--- config.mk ---
export PLATFORM = sky130hd
export DESIGN_NAME = charlieplex_pwm_scanner_unit
export DESIGN_NICKNAME = d
export VERILOG_FILES = /design/src/cpws_pkg.sv /design/src/cpws_bright_mem.sv /design/src/cpws_out_reg.sv /design/src/charlieplex_pwm_scanner_unit.sv
export VERILOG_INCLUDE_DIRS = /design/src /design/src/src
export SDC_FILE = /design/constraint.sdc
export NUM_CORES = 1
export LEC_CHECK = 0
export ABC_AREA = 1
export BUFFER_PORTS_ARGS = -buffer_cell sky130_fd_sc_hd__buf_2
export CORE_MARGIN = 8
export CORE_UTILIZATION = 35
export CTS_CLUSTER_DIAMETER = 50
export DETAILED_ROUTE_END_ITERATION = 10
export PLACE_DENSITY = 0.62
export SYNTH_ARGS = -nofsm -noshare
export SYNTH_HDL_FRONTEND = slang
export SYNTH_SLANG_ARGS = --single-unit
--- constraint.sdc ---
create_clock -name i_clk -period 2.9 [get_ports i_clk]
set_input_delay 0.29 -clock i_clk [delete_from_list [all_inputs] [get_ports i_clk]]
set_output_delay 0.29 -clock i_clk [all_outputs]
set_load 0.01 [all_outputs]
--- src/charlieplex_pwm_scanner_unit_macros.svh ---
// ----------------------------------------------------------------------------
// Assertion macros for the charlieplex PWM scanner.
// Both forms are clocked on i_clk and are disabled while i_rst_n is low.
// ----------------------------------------------------------------------------
`ifndef CHARLIEPLEX_PWM_SCANNER_UNIT_MACROS_SVH
`define CHARLIEPLEX_PWM_SCANNER_UNIT_MACROS_SVH

// The consequent must hold in the same cycle as the antecedent.
`define CPWS_ASSERT_NOW(lbl, ante, cons, msg) \
    lbl: assert property (@(posedge i_clk) disable iff (!i_rst_n) (ante) |-> (cons)) \
        else $error(msg);

// The consequent must hold in the cycle after the antecedent.
`define CPWS_ASSERT_NEXT(lbl, ante, cons, msg) \
    lbl: assert property (@(posedge i_clk) disable iff (!i_rst_n) (ante) |=> (cons)) \
        else $error(msg);

`endif

--- src/cpws_pkg.sv ---
// ----------------------------------------------------------------------------
// cpws_pkg
// Types, constants and lookup functions shared by the charlieplex PWM
// scanner: the group/slot layout of the 12 LEDs and their initial levels.
// ----------------------------------------------------------------------------
package cpws_pkg;

    localparam int BRIGHT_W  = 6;
    localparam int NUM_SLOTS = 3;
    localparam int NUM_PINS  = 4;
    localparam int NUM_LEDS  = 12;

    typedef logic [BRIGHT_W-1:0]        t_bright;
    typedef t_bright [NUM_SLOTS-1:0]    t_row;

    // Operation codes carried in tuser.
    typedef enum logic {
        OP_TICK  = 1'b0,
        OP_WRITE = 1'b1
    } t_op;

    // One write request into the brightness memory.
    typedef struct packed {
        logic       en;
        logic [1:0] row;
        logic [1:0] slot;
        t_bright    data;
    } t_wr_req;

    // Location of an LED inside the group-ordered memory.
    typedef struct packed {
        logic       ok;
        logic [1:0] row;
        logic [1:0] slot;
    } t_led_loc;

    // Result item, drive_enable in the lowest bits.
    typedef struct packed {
        logic [5:0] ramp_value;
        logic [1:0] active_group;
        logic [3:0] drive_level;
        logic [3:0] drive_enable;
    } t_result;

    // Map an LED number onto its cathode group and anode slot.
    function automatic t_led_loc led_loc(input logic [3:0] idx);
        t_led_loc loc;
        loc = '{ok: 1'b1, row: 2'd0, slot: 2'd0};
        unique case (idx)
            4'd0:    loc = '{ok: 1'b1, row: 2'd0, slot: 2'd0};
            4'd4:    loc = '{ok: 1'b1, row: 2'd0, slot: 2'd1};
            4'd10:   loc = '{ok: 1'b1, row: 2'd0, slot: 2'd2};
            4'd1:    loc = '{ok: 1'b1, row: 2'd1, slot: 2'd0};
            4'd2:    loc = '{ok: 1'b1, row: 2'd1, slot: 2'd1};
            4'd8:    loc = '{ok: 1'b1, row: 2'd1, slot: 2'd2};
            4'd3:    loc = '{ok: 1'b1, row: 2'd2, slot: 2'd0};
            4'd5:    loc = '{ok: 1'b1, row: 2'd2, slot: 2'd1};
            4'd7:    loc = '{ok: 1'b1, row: 2'd2, slot: 2'd2};
            4'd6:    loc = '{ok: 1'b1, row: 2'd3, slot: 2'd0};
            4'd9:    loc = '{ok: 1'b1, row: 2'd3, slot: 2'd1};
            4'd11:   loc = '{ok: 1'b1, row: 2'd3, slot: 2'd2};
            default: loc = '{ok: 1'b0, row: 2'd0, slot: 2'd0};
        endcase
        return loc;
    endfunction

    // Anode pin driven for a given group and slot.
    function automatic logic [1:0] anode_pin(input logic [1:0] grp, input logic [1:0] slot);
        logic [1:0] pin;
        pin = 2'd0;
        unique case ({grp, slot})
            {2'd0, 2'd0}: pin = 2'd1;
            {2'd0, 2'd1}: pin = 2'd2;
            {2'd0, 2'd2}: pin = 2'd3;
            {2'd1, 2'd0}: pin = 2'd0;
            {2'd1, 2'd1}: pin = 2'd2;
            {2'd1, 2'd2}: pin = 2'd3;
            {2'd2, 2'd0}: pin = 2'd1;
            {2'd2, 2'd1}: pin = 2'd0;
            {2'd2, 2'd2}: pin = 2'd3;
            {2'd3, 2'd0}: pin = 2'd2;
            {2'd3, 2'd1}: pin = 2'd1;
            {2'd3, 2'd2}: pin = 2'd0;
            default:      pin = 2'd0;
        endcase
        return pin;
    endfunction

    // Brightness that an entry holds until it is first written.
    function automatic t_bright init_bright(input logic [1:0] grp, input logic [1:0] slot);
        t_bright val;
        val = '0;
        unique case ({grp, slot})
            {2'd0, 2'd0}: val = 6'd8;
            {2'd0, 2'd1}: val = 6'd16;
            {2'd0, 2'd2}: val = 6'd2;
            {2'd1, 2'd0}: val = 6'd63;
            {2'd1, 2'd1}: val = 6'd32;
            {2'd1, 2'd2}: val = 6'd2;
            {2'd2, 2'd0}: val = 6'd16;
            {2'd2, 2'd1}: val = 6'd16;
            {2'd2, 2'd2}: val = 6'd4;
            {2'd3, 2'd0}: val = 6'd8;
            {2'd3, 2'd1}: val = 6'd0;
            {2'd3, 2'd2}: val = 6'd4;
            default:      val = 6'd0;
        endcase
        return val;
    endfunction

endpackage

--- src/cpws_bright_mem.sv ---
// ----------------------------------------------------------------------------
// cpws_bright_mem
// Brightness memory, one row per cathode group and one slot per anode.
// Synchronous read of one row per cycle, per-slot write, per-entry valid
// bits for the reset table, and forwarding of a same-cycle write.
// ----------------------------------------------------------------------------
module cpws_bright_mem (
    input  logic              i_clk,
    input  logic              i_rst_n,
    input  cpws_pkg::t_wr_req i_wr,
    input  logic [1:0]        i_rd_row,
    output cpws_pkg::t_row    o_rd_data
);

    cpws_pkg::t_row          r_mem [0:3];
    logic [3:0][2:0]         r_vld;
    cpws_pkg::t_row          r_rd;
    logic [2:0]              r_rd_vld;
    logic [1:0]              r_rd_row;
    logic                    r_fwd_en;
    logic [1:0]              r_fwd_slot;
    cpws_pkg::t_bright       r_fwd_data;

    // Storage array: write one slot, read one whole row.
    always_ff @(posedge i_clk) begin
        if (i_wr.en) begin
            r_mem[i_wr.row][i_wr.slot] <= i_wr.data;
        end
        r_rd <= r_mem[i_rd_row];
    end

    // Valid bits, read-side bookkeeping and the write bypass.
    always_ff @(posedge i_clk) begin
        if (!i_rst_n) begin
            r_vld    <= '0;
            r_rd_vld <= '0;
            r_rd_row <= 2'd0;
            r_fwd_en <= 1'b0;
        end else begin
            if (i_wr.en) begin
                r_vld[i_wr.row][i_wr.slot] <= 1'b1;
            end
            r_rd_vld <= r_vld[i_rd_row];
            r_rd_row <= i_rd_row;
            r_fwd_en <= i_wr.en && (i_wr.row == i_rd_row);
        end
    end

    always_ff @(posedge i_clk) begin
        r_fwd_slot <= i_wr.slot;
        r_fwd_data <= i_wr.data;
    end

    // Merge bypass, stored value and reset table per slot.
    always_comb begin
        for (int s = 0; s < cpws_pkg::NUM_SLOTS; s++) begin
            if (r_fwd_en && (r_fwd_slot == 2'(s))) begin
                o_rd_data[s] = r_fwd_data;
            end else if (r_rd_vld[s]) begin
                o_rd_data[s] = r_rd[s];
            end else begin
                o_rd_data[s] = cpws_pkg::init_bright(r_rd_row, 2'(s));
            end
        end
    end

endmodule

--- src/cpws_out_reg.sv ---
// ----------------------------------------------------------------------------
// cpws_out_reg
// Output register for result items: holds one item until the sink takes it
// and reports when a new item can be loaded.
// ----------------------------------------------------------------------------
module cpws_out_reg (
    input  logic              i_clk,
    input  logic              i_rst_n,
    input  logic              i_load,
    input  cpws_pkg::t_result i_result,
    output logic              o_can_load,
    output logic              o_m_tvalid,
    input  logic              i_m_tready,
    output logic [15:0]       o_m_tdata    // drive_enable, drive_level, active_group, ramp_value
);

    logic              r_valid;
    cpws_pkg::t_result r_data;

    // A new item may enter when the register is empty or is being emptied.
    assign o_can_load = !r_valid || i_m_tready;

    always_ff @(posedge i_clk) begin
        if (!i_rst_n) begin
            r_valid <= 1'b0;
        end else if (i_load) begin
            r_valid <= 1'b1;
        end else if (i_m_tready) begin
            r_valid <= 1'b0;
        end
    end

    always_ff @(posedge i_clk) begin
        if (i_load) begin
            r_data <= i_result;
        end
    end

    assign o_m_tvalid = r_valid;
    assign o_m_tdata  = r_data;

endmodule

--- src/charlieplex_pwm_scanner_unit.sv ---
// Output: a result item is offered in the cycle after its input item is accepted.
// Throughput: one item per cycle unless the sink stalls; each tick reads one brightness
// row that was fetched in the cycle before, so the single memory read port sets the rate.
// Reset: synchronous, active low; ramp, group and pins clear to all floating,
// and the brightness table reads its initial levels at once, with no sweep.
// ----------------------------------------------------------------------------
// charlieplex_pwm_scanner_unit
// PWM scanner for 12 charlieplexed LEDs on 4 tri-state pins. Tick items step
// the ramp and the cathode group; write items set one LED's brightness.
// ----------------------------------------------------------------------------
`include "charlieplex_pwm_scanner_unit_macros.svh"

module charlieplex_pwm_scanner_unit #(
    parameter int RAMP_BITS = 6
) (
    input  logic        i_clk,
    input  logic        i_rst_n,
    input  logic        i_s_tvalid,
    output logic        o_s_tready,
    input  logic [15:0] i_s_tdata,    // led_index, brightness_value
    input  logic [0:0]  i_s_tuser,    // op
    output logic        o_m_tvalid,
    input  logic        i_m_tready,
    output logic [15:0] o_m_tdata     // drive_enable, drive_level, active_group, ramp_value
);

    localparam int CMP_W = (RAMP_BITS > cpws_pkg::BRIGHT_W) ? RAMP_BITS : cpws_pkg::BRIGHT_W;

    logic [RAMP_BITS-1:0] r_ramp, n_ramp;
    logic [1:0]           r_group, n_group;
    logic                 r_cath, n_cath;
    logic [2:0]           r_anode, n_anode;

    logic                 w_accept;
    cpws_pkg::t_op        w_op;
    logic [3:0]           w_led_index;
    cpws_pkg::t_bright    w_bright_value;
    cpws_pkg::t_led_loc   w_loc;
    cpws_pkg::t_wr_req    w_wr;
    cpws_pkg::t_row       w_row;
    logic [RAMP_BITS-1:0] w_ramp_ahead;
    logic [1:0]           w_rd_row;
    logic [CMP_W-1:0]     w_ramp_ext;
    cpws_pkg::t_result    w_result;
    logic                 w_wr_item;
    logic                 w_no_wrap;
    logic [RAMP_BITS+4:0] w_scan_now;
    logic [2:0]           w_relit;

    // Input item fields.
    assign w_accept       = i_s_tvalid && o_s_tready;
    assign w_op           = cpws_pkg::t_op'(i_s_tuser[0]);
    assign w_led_index    = i_s_tdata[3:0];
    assign w_bright_value = i_s_tdata[9:4];
    assign w_loc          = cpws_pkg::led_loc(w_led_index);

    // Brightness write request for an in-range LED.
    always_comb begin
        w_wr.en   = w_accept && (w_op == cpws_pkg::OP_WRITE) && w_loc.ok;
        w_wr.row  = w_loc.row;
        w_wr.slot = w_loc.slot;
        w_wr.data = w_bright_value;
    end

    // Scan step: advance the ramp, start a new group on wrap, release anodes.
    always_comb begin
        n_ramp  = r_ramp;
        n_group = r_group;
        n_cath  = r_cath;
        n_anode = r_anode;
        if (w_accept && (w_op == cpws_pkg::OP_TICK)) begin
            n_ramp = r_ramp + RAMP_BITS'(1);
            if (n_ramp == '0) begin
                n_group = r_group + 2'd1;
                n_cath  = 1'b1;
                for (int s = 0; s < cpws_pkg::NUM_SLOTS; s++) begin
                    n_anode[s] = (w_row[s] != '0);
                end
            end
            for (int s = 0; s < cpws_pkg::NUM_SLOTS; s++) begin
                if (CMP_W'(w_row[s]) <= CMP_W'(n_ramp)) begin
                    n_anode[s] = 1'b0;
                end
            end
        end
    end

    // Prefetch the row that the next tick will use.
    assign w_ramp_ahead = n_ramp + RAMP_BITS'(1);
    assign w_rd_row     = (w_ramp_ahead == '0) ? n_group + 2'd1 : n_group;

    cpws_bright_mem u_mem (
        .i_clk     (i_clk),
        .i_rst_n   (i_rst_n),
        .i_wr      (w_wr),
        .i_rd_row  (w_rd_row),
        .o_rd_data (w_row)
    );

    // Pin drive pattern after this item.
    always_comb begin
        w_ramp_ext              = CMP_W'(n_ramp);
        w_result.drive_enable   = '0;
        w_result.drive_level    = '0;
        w_result.active_group   = n_group;
        w_result.ramp_value     = w_ramp_ext[5:0];
        if (n_cath) begin
            w_result.drive_enable[n_group] = 1'b1;
        end
        for (int s = 0; s < cpws_pkg::NUM_SLOTS; s++) begin
            if (n_anode[s]) begin
                w_result.drive_enable[cpws_pkg::anode_pin(n_group, 2'(s))] = 1'b1;
                w_result.drive_level[cpws_pkg::anode_pin(n_group, 2'(s))]  = 1'b1;
            end
        end
    end

    // Scan state registers.
    always_ff @(posedge i_clk) begin
        if (!i_rst_n) begin
            r_ramp  <= '0;
            r_group <= 2'd0;
            r_cath  <= 1'b0;
            r_anode <= 3'd0;
        end else begin
            r_ramp  <= n_ramp;
            r_group <= n_group;
            r_cath  <= n_cath;
            r_anode <= n_anode;
        end
    end

    cpws_out_reg u_out (
        .i_clk      (i_clk),
        .i_rst_n    (i_rst_n),
        .i_load     (w_accept),
        .i_result   (w_result),
        .o_can_load (o_s_tready),
        .o_m_tvalid (o_m_tvalid),
        .i_m_tready (i_m_tready),
        .o_m_tdata  (o_m_tdata)
    );

    // Terms watched by the checks below.
    assign w_wr_item  = w_accept && (w_op == cpws_pkg::OP_WRITE);
    assign w_no_wrap  = w_accept && (r_ramp != '1);
    assign w_scan_now = {r_ramp, r_group, r_anode};
    assign w_relit    = n_anode & ~r_anode;

    // Checks on the scan state.
    `CPWS_ASSERT_NOW(a_anode_needs_cathode, r_anode != 3'd0, r_cath, "anode without cathode")
    `CPWS_ASSERT_NEXT(a_write_keeps_scan, w_wr_item, $stable(w_scan_now), "write moved scan")
    `CPWS_ASSERT_NEXT(a_group_only_on_wrap, w_no_wrap, $stable(r_group), "group moved off wrap")
    `CPWS_ASSERT_NOW(a_anode_no_relight, w_no_wrap, w_relit == 3'd0, "anode relit in group")

endmodule

==> flow_summary.ini, run 1 <==
[run_status]
status = finished, final reports clean

[timing]
slew_viol_final = 0
timing.final.crit_share_pct = 92.06
clock.fmax_mhz = 374.6
fin_ws_ns = 0.2302
rsz0062_at_grt = yes
slew_headroom_pct = 54.07
setup_viol = 0
holdWs_ns = 0.1339
finalHoldViolations = 0
fin_skew_ns = 0.006870
period_needed_ns = 2.670
tightestPinTransition_ns = 0.6863

[global_route]
grt_use_total_pct = 12.65
grt_pass1_vias = 4594
overflow = 0
grt_pass1_wl_um = 23370
antenna_found_initial = 0
grt_max_degree = 35

[detailed_routing]
antenna_left = 0
drc_errors = 0
avgViaCountPerCell = 4.513
wl_um = 14420
drt_iter0_markers = 322
num_vias = 4770
drt-wirelength-per-cell_um = 13.64
firstDrtPassIters = 6

[pwr]
power.density_mw_per_mm2 = 575.8
p_leak_nw = 3.338
ir_worst_vdd_mv = 0.3303

[die]
initial_core_util_pct = 35.27
core_mm2 = 0.01921
row_count = 51
die_w_um = 155.1
die_y_um = 155.1
io_pins = 39
die_area_mm2 = 0.02406

[cts]
insertion_delay_ns = 0.42
clk_path_buf_depth = 2
htreeDepth = 4
cts_root_buffer = clkbuf_16
cts_tree = built
post_cts_buffers = 0
clock_sinks = 145
cts_buffers = 17
path_clk_slew_ns = 0.06

[logic_synthesis]
syn_avg_cell_area_um2 = 9.369
ys_seq_area_share_pct = 55.86
ys.flop_type = edfxtp_1
ys_ff_latch = 145
synthArstFlopShare_pct = 0
yosysWarnings = 0
synth.lib_cells_used.distinct = 35
syn_nets = 779
syn-instance-count = 723
netlist_area_mm2 = 0.006774
synth_enable_flop_cells = 88

[final_layout]
finalCoreUtilization_pct = 41.27
nNetsFinal = 835
diodes = 0
drive_above_1_share_pct = 18.69
final_common_cell = nand2_1
area_growth_pct = 17.01
final_cell_mix = 169 x nand2_1, 92 x nor2_1, 88 x edfxtp_1

[placement]
port-buffer-count = 32
dpl_worst_slack_ns = 0.1421
gp_congestion = 0.8088
dp_hpwl_um = 10140

[min_path]
worst_hold_startpoint = i_s_tdata[8]
hold_path_class = in2reg

[setup_path]
critical_path_class = reg2reg
reg2regPathDepth = 19
critPathTopFamily = compound AO/OA/AOI/OAI gates
startpoint = u_mem.r_rd_row[1]$_SDFF_PN0_
cp_cell_sequence = inv_1 -> ha_1 -> inv_1 -> nand2_1 -> o21ai_0 -> nand2_1 -> o21ai_0 -> inv_1 -> ha_1 -> a21oi_1 -> o21ai_0 -> a21oi_1 -> a31oi_1 -> o21ai_0 -> nand2_1 -> nand2_1 -> nand2_1 -> nand2_1 -> o21ai_1
critical_path.startpoint_type = flip-flop
slowest_stage = dfxtp_1
path_buf_inv = 3
endpoint = u_out.o_m_tdata[5]$_DFFE_PN_
cpMostUsedCell = nand2_1
timing.rr.end = u_out.o_m_tdata[5]$_DFFE_PN_
worst-path-max-fanout = 5
cp.depth = 19
crit_path_end_kind = flip-flop
cp_slowest_stage_delay_ns = 0.35
rrSetupSlack_ns = 0.23
cp_data_required_time_ns = 3.07
worstPathArrival_ns = 2.84
r2r_start = u_mem.r_rd_row[1]$_SDFF_PN0_

[run]
max_cap_violations = 0
-- state kept, by name (all words and copies together) (netlist names) --
register and count:
u_mem.r_mem 72, u_mem.r_rd 18, r_ramp 6, u_out.o_m_tdata 16
u_mem.r_vld 12, u_out.o_m_tvalid 1, r_anode 3, r_group 2
u_mem.r_rd_row 2, u_mem.r_fwd_slot 2, r_cath 1, u_mem.r_fwd_en 1
u_mem.r_fwd_data 6, u_mem.r_rd_vld 3
-- worst min-delay path by stage --
stage / depth (start not counted) / endpoint / slack (ns)
finish: 1 / u_mem.r_fwd_data[4]$_DFF_P_ / 0.13
CTS: 1 / u_mem.r_fwd_data[4]$_DFF_P_ / 0.12
detailed placement: 2 / r_cath$_SDFF_PN0_ / 0.45
global placement: 2 / r_cath$_SDFF_PN0_ / 0.45
global route: 1 / u_mem.r_fwd_data[4]$_DFF_P_ / 0.13
floorplan: 0 / u_mem.r_fwd_data[0]$_DFF_P_ / 0.32
-- cells in the mapped netlist, types with 2 or more instances --
cell type / number / area (um^2)
a21oi_1: 14 / 70.07
a21oi_2: 3 / 26.28
a31oi_1: 2 / 12.51
buf_2: 4 / 20.02
buf_4: 2 / 15.01
buf_6: 6 / 67.56
clkbuf_1: 5 / 18.77
dfxtp_1: 57 / 1141
edfxtp_1: 88 / 2643
ha_1: 35 / 437.9
inv_1: 81 / 304.0
inv_2: 6 / 22.52
nand2_1: 169 / 634.4
nand2_2: 8 / 50.05
nand2_4: 3 / 33.78
nand3_1: 38 / 190.2
nand3_2: 8 / 80.08
nand4_1: 12 / 75.07
nor2_1: 92 / 345.3
nor2_2: 2 / 12.51
o211ai_1: 6 / 45.04
o21ai_0: 33 / 165.2
o21ai_1: 16 / 80.08
o21ai_2: 20 / 175.2
o21bai_1: 2 / 15.01
or2_2: 2 / 12.51
-- metrics by stage --
stage,area [um^2],total power [mW],setup TNS [ns],instances
2_1_floorplan,6774,2.445,0,723
3_3_place_gp,7356,2.539,0,1025
3_5_place_dp,7356,2.544,0,1025
4_1_cts,7918,4.611,0,1057
5_1_grt,7926,4.733,-0.05645,1057
6_report,7926,4.564,0,1057
-- final cells by class --
cell class                      instances  area [um^2]
Clock buffer                           18        429.2
Timing Repair Buffer                   56        390.4
Inverter                               87        326.6
Clock inverter                         14        132.6
Fill cell                            1863        11280
Multi-Input combinational cell        472         2530
Tap cell                              265        331.6
Sequential cell                       145         3786
-- routing by layer --
layer  part of all wire, %  wire length [um]  vias up  global-route usage, %
met5                     0                 0        -                      0
met2                    49              7023       78                  21.12
met4                   1.5               216        0                  5.600
met3                   4.2               606       17                  3.051
met1                    46              6572     2175                  15.26
li1                      -                 -     2500                      -
-- where the power goes --
part / total [mW] / switching (mW) / internal, mW / leakage (nW)
Clock: 2.06 / 0.875 / 1.19 / 0.263
Combinational: 0.252 / 0.171 / 0.0807 / 1.79
Sequential: 2.25 / 0.0194 / 2.23 / 1.28
Total: 4.56 / 1.07 / 3.50 / 3.34
-- cell families after synthesis --
| kind of cell | count (synthesis) | share of synthesized area (%) |
|---|---|---|
| XOR/XNOR | 1 | 0.1293 |
| flip-flops | 145 | 55.86 |
| buffers and inverters | 106 | 6.889 |
| AND/OR/NAND/NOR | 337 | 21.56 |
| adder cells (fa/ha/maj) | 35 | 6.465 |
| AO/OA/AOI/OAI | 99 | 9.106 |
-- timing repair --
item | CTS | global route
gates resized for setup | 0 | 10
endpoints found under the setup margin | 0 | 19
hold buffers | 0 | 0
Power figures use the tool's default switching activity.
==> inputs of run 2 (changes only) <==
--- a/config.mk
+++ b/config.mk
@@ -6,7 +6,6 @@
 export SDC_FILE = /design/constraint.sdc
 export NUM_CORES = 1
 export LEC_CHECK = 0
-export ABC_AREA = 1
 export BUFFER_PORTS_ARGS = -buffer_cell sky130_fd_sc_hd__buf_2
 export CORE_MARGIN = 8
 export CORE_UTILIZATION = 35
==> flow_summary.ini, run 2 <==
[logic_synthesis]
ys_seq_area_share_pct = 57.11
ys_ff_latch = 145
synth_compound_area_share_pct = 9.424
syn_avg_cell_area_um2 = 12.79
netlist_area_mm2 = 0.006625
synth.mux.area_fraction_pct = 11.16
ys.flop_type = edfxtp_1
synth.lib_cells_used.distinct = 64
yosys.area.top_type = edfxtp_1
yosysTopAreaCellShare_pct = 39.89
synth-simple-area-share_pct = 10.08
yosysMostFrequentCell = edfxtp_1
yosysWarnings = 0
synth_enable_flop_cells = 88
netlist_top_cells_area = edfxtp_1 40%, dfxtp_1 17%, mux2i_1 10%, ha_1 6.6%, o21a_1 1.7%
synth_top_family_by_area = multiplexers
synth-xor-area-share_pct = 2.531
syn_nets = 574
syn-instance-count = 518
synthArstFlopShare_pct = 0
synth-adder-area-share_pct = 6.610
synth_common_cells = 88 x edfxtp_1, 69 x mux2i_1, 57 x dfxtp_1

[setup_path]
cp_cell_sequence = inv_1 -> buf_4 -> ha_4 -> mux2i_1 -> o21ai_1 -> ha_1 -> a21o_1 -> a221oi_2 -> o21ai_1 -> and2_4 -> a22o_1 -> a221o_1
slowest_stage = dfxtp_2
worst-path-max-fanout = 5
crit_path_end_kind = flip-flop
cp_slowest_stage_delay_ns = 0.36
critPathTopFamily = compound AO/OA/AOI/OAI gates
critical_path.startpoint_type = flip-flop
path_buf_inv = 2
critical_path_class = reg2reg
worstPathArrival_ns = 2.97
cp_data_required_time_ns = 3.07
cpMostUsedCell = o21ai_1

[cts]
cts_root_buffer = clkbuf_16
clock_sinks = 145
postCtsHoldBufs = 0
cts_buffers = 17
insertion_delay_ns = 0.43
cts_tree = built
htreeDepth = 4
clk_path_buf_depth = 2
path_clk_slew_ns = 0.07

[timing]
clock.fmax_mhz = 357.1
fin_skew_ns = 0.01615
tns_ns = 0
period_needed_ns = 2.800
slew_headroom_pct = 52.61
setup_viol = 0
fin_ws_ns = 0.09956
rsz0062_at_grt = yes
holdWs_ns = 0.1249
slew_viol_final = 0
timing.final.crit_share_pct = 96.57
finalHoldViolations = 0
tightestPinTransition_ns = 0.7108

[final_layout]
nNetsFinal = 654
area_growth_pct = 24.21
largest_reg_flops = 72
final_common_cell = edfxtp_1
regMostFlops = u_mem.r_mem
final_cell_mix = 88 x edfxtp_1, 67 x mux2i_1, 53 x dfxtp_1
drive_above_1_share_pct = 26.51
diodes = 0

[die]
die_w_um = 153.6
row_count = 50
die_area_mm2 = 0.02359
die_y_um = 153.6
io_pins = 39
initial_core_util_pct = 35.54
core_mm2 = 0.01864

[placement]
port-buffer-count = 32
dp_hpwl_um = 9936
dpl_worst_slack_ns = -0.05469
gp_congestion = 0.8593

[run]
max_cap_violations = 0

[detailed_routing]
antenna_left = 0
wl_um = 14070
num_vias = 4151
drt_iter0_markers = 183
firstDrtPassIters = 5
drc_errors = 0
avgViaCountPerCell = 4.912
drt-wirelength-per-cell_um = 16.65

[pwr]
swShare_pct = 21.03
power.density_mw_per_mm2 = 590.6
p_leak_nw = 3.326
p_seq_share_pct = 46.1
netSwitchingPower_mw = 1.022
combPwrFrac_pct = 4.1
ir_worst_vdd_mv = 0.6796
power.internal_mw = 3.838
p_clk_share_pct = 49.8

[global_route]
overflow = 0
grt_use_total_pct = 12.26
grt_max_degree = 32
grt_pass1_vias = 4358
grt_pass1_wl_um = 22430
antenna_found_initial = 0

[run_status]
status = finished, final reports clean

[min_path]
hold_path_class = in2reg
==> run 2: layout make-up <==
class                      instances  area, um^2
clock inverter                    14       226.5
fill                            1698       10410
inverter                          18       70.07
clock buffer                      18       429.2
tap                              234       292.8
timing repair buffer              83       603.1
sequential                       145        3789
multi-input combinational        333        2819
==> run 2: worst paths after layout <==
kind / end / cells after the start / slack [ns] / start
worst max-delay path: u_out.o_m_tdata[0]$_DFFE_PN_ / 12 / 0.1 / u_mem.r_rd_row[1]$_SDFF_PN0_
worst min register to register: u_mem.r_vld[5]$_SDFFE_PN0P_ / 1 / 0.47 / u_mem.r_vld[5]$_SDFFE_PN0P_
worst min-delay path: u_mem.r_fwd_data[5]$_DFF_P_ / 1 / 0.12 / i_s_tdata[9]
worst max register to register: u_out.o_m_tdata[0]$_DFFE_PN_ / 12 / 0.1 / u_mem.r_rd_row[1]$_SDFF_PN0_
==> run 2: power by group through the flow <==
stage	clock, mW	combinational (mW)	sequential (mW)
6_report	2.42	0.199	2.24
5_1_grt	2.55	0.221	2.24
4_1_cts	2.46	0.196	2.24
3_5_place_dp	0	0.195	2.28
3_3_place_gp	0	0.186	2.28
2_1_floorplan	0	0.101	2.29
==> run 2: what timing repair did <==
item / 4_1_cts / 5_1_grt
endpoints found under the setup margin: 7 / 24
gates resized for setup: 5 / 30
pin swaps: 0 / 15
cloned: 0 / 2
hold endpoints to repair: 0 / 0
buffers inserted: 0 / 2
==> run 2: metrics by stage <==
step	instance area, um^2	cells	total power, mW	util (%)
3_5_place_dp	7353	809	2.478	39.44
3_3_place_gp	7353	809	2.469	39.44
4_1_cts	8018	841	4.893	43.01
5_1_grt	8229	845	5.016	44.14
6_report	8229	845	4.860	44.14
2_1_floorplan	6663	518	2.388	-
==> run 2: kinds of logic (layout without fill, tap and decap cells) <==
| group | after synthesis | count (layout) |
|---|---|---|
| multiplexers | 73 | 73 |
| adder cells (fa/ha/maj) | 35 | 35 |
| buffers and inverters | 40 | 133 |
| XOR/XNOR | 14 | 14 |
| AO/OA/AOI/OAI | 88 | 88 |
| AND/OR/NAND/NOR | 123 | 123 |
| flip-flops | 145 | 145 |
==> run 2: per-layer routing <==
layer / share of wire [%] / vias to the layer above / GRT usage (%)
met1: 44 / 1977 / 13.79
li1: - / 2079 / -
met4: 2.1 / 0 / 5.833
met5: 0 / - / 0
met2: 50 / 74 / 20.82
met3: 4.2 / 21 / 3.896
==> inputs of run 3 (changes only) <==
--- a/config.mk
+++ b/config.mk
@@ -6,12 +6,15 @@
 export SDC_FILE = /design/constraint.sdc
 export NUM_CORES = 1
 export LEC_CHECK = 0
+export ABC_AREA = 1
 export BUFFER_PORTS_ARGS = -buffer_cell sky130_fd_sc_hd__buf_2
+export CELL_PAD_IN_SITES_DETAIL_PLACEMENT = 1
+export CELL_PAD_IN_SITES_GLOBAL_PLACEMENT = 2
 export CORE_MARGIN = 8
 export CORE_UTILIZATION = 35
 export CTS_CLUSTER_DIAMETER = 50
 export DETAILED_ROUTE_END_ITERATION = 10
-export PLACE_DENSITY = 0.62
+export PLACE_DENSITY = 0.84
 export SYNTH_ARGS = -nofsm -noshare
 export SYNTH_HDL_FRONTEND = slang
 export SYNTH_SLANG_ARGS = --single-unit
==> flow_summary.ini, run 3 (synthesis gave the netlist of run 1 again) <==
[run_status]
status = finished, final reports clean

[cts]
postCtsHoldBufs = 0
insertion_delay_ns = 0.43
htreeDepth = 4
cts_buffers = 17
path_clk_slew_ns = 0.06
cts_tree = built
cts_root_buffer = clkbuf_16
clk_path_buf_depth = 2
clock_sinks = 145

[placement]
dp_hpwl_um = 12610
port-buffer-count = 32
dpl_worst_slack_ns = 0.04898
gp_congestion = 0.8197

[timing]
finalHoldViolations = 0
slew_headroom_pct = 52.19
timing.final.crit_share_pct = 93.19
fin_skew_ns = 0.008412
fin_ws_ns = 0.1976
holdWs_ns = 0.1364
slew_viol_final = 0
tightestPinTransition_ns = 0.7145
period_needed_ns = 2.702
tns_ns = 0
clock.fmax_mhz = 370.0
setup_viol = 0

[pwr]
ir_worst_vdd_mv = 0.4019
power.internal_mw = 3.787
swShare_pct = 22.89
p_clk_share_pct = 48.7
p_leak_nw = 3.351
power.density_mw_per_mm2 = 615.4
p_seq_share_pct = 45.8
netSwitchingPower_mw = 1.124
combPwrFrac_pct = 5.6

[final_layout]
multi_input_area_mm2 = 0.002559
area_growth_pct = 17.82
nNetsFinal = 833
layout.filler_cells = 2204
diodes = 0
final_cell_mix = 168 x nand2_1, 92 x nor2_1, 88 x edfxtp_1
final_common_cell = nand2_1
regMostFlops = u_mem.r_mem
drive_above_1_share_pct = 18.99
largest_reg_flops = 72
seqCellArea_mm2 = 0.003785

[setup_path]
critical_path_class = reg2reg
worstPathArrival_ns = 2.86
crit_path_end_kind = flip-flop
cp_data_required_time_ns = 3.06
worst-path-max-fanout = 9
reg2regPathDepth = 14
critical_path.startpoint_type = flip-flop

[global_route]
antenna_found_initial = 0
grt_max_degree = 43
grt_use_total_pct = 15.31
grt_pass1_vias = 5404
overflow = 0
grt_pass1_wl_um = 28500

[detailed_routing]
antenna_left = 0
drt_iter0_markers = 197
drc_errors = 0
avgViaCountPerCell = 4.761
num_vias = 5023
wl_um = 17520
drt-wirelength-per-cell_um = 16.61
firstDrtPassIters = 6

[die]
die_y_um = 155.1
io_pins = 39
core_mm2 = 0.01921
die_area_mm2 = 0.02406
die_w_um = 155.1
row_count = 51
initial_core_util_pct = 35.27

[run]
max_cap_violations = 0

[min_path]
hold_path_class = in2reg
min_path_cells = 3
run 3: layout make-up:
cell class                 count  area share, %
sequential                   145          47.42
multi-input combinational    472          32.06
clock buffer                  18          5.502
timing repair buffer          54          4.233
tap                          265          4.154
inverter                      87          4.092
clock inverter                14          2.540
run 3: power by group through the flow:
stage,logic (mW),clock network [mW],registers [mW]
after CTS,0.277,2.43,2.25
final,0.273,2.39,2.25
after detailed placement,0.273,0,2.29
after global placement,0.258,0,2.29
after floorplan,0.148,0,2.30
after global routing,0.308,2.50,2.25
run 3: final timing paths:
check,startpoint,end,slack (ns)
setup reg to reg,u_mem.r_fwd_slot[0]$_DFF_P_,u_out.o_m_tdata[5]$_DFFE_PN_,0.20
hold reg to reg,r_cath$_SDFF_PN0_,r_cath$_SDFF_PN0_,0.47
hold / removal,i_rst_n,u_mem.r_fwd_en$_SDFF_PN0_,0.14
setup / recovery,u_mem.r_fwd_slot[0]$_DFF_P_,u_out.o_m_tdata[5]$_DFFE_PN_,0.20
run 3: worst max-delay path, cell delays in order (launching register included):
cell,delay [ns]
dfxtp_1,0.32
inv_1,0.07
nand3_1,0.27
o21ai_0,0.42
ha_1,0.33
a21oi_1,0.16
o21ai_0,0.09
a21oi_1,0.12
a31oi_1,0.05
o21ai_1,0.16
nand2_2,0.14
nand2_1,0.10
nand2_1,0.05
nand2_1,0.06
o21ai_0,0.10
run 3: stage by stage:
| stage | power [mW] | area, um^2 | utilization [%] | instances |
|---|---|---|---|---|
| final | 4.912 | 7981 | 41.55 | 1055 |
| after global routing | 5.065 | 7981 | 41.55 | 1055 |
| after CTS | 4.955 | 7945 | 41.37 | 1055 |
| after detailed placement | 2.566 | 7303 | 38.02 | 1023 |
| after global placement | 2.547 | 7303 | 38.02 | 1023 |
| after floorplan | 2.445 | 6774 | - | 723 |
run 3: metal layers:
layer / share of wire [%] / wire length, um / vias to the layer above / GRT usage (%)
met5: 0 / 0 / - / 0
met4: 1.4 / 254 / 0 / 5.366
met3: 3.0 / 520 / 20 / 3.218
met2: 52 / 9037 / 67 / 27.49
met1: 44 / 7709 / 2445 / 17.70
li1: - / - / 2491 / -
run 3: timing repair:
item / 4_1_cts / 5_1_grt
setup buffers: 0 / 0
gates resized for setup: 0 / 18
setup endpoints to repair: 0 / 28
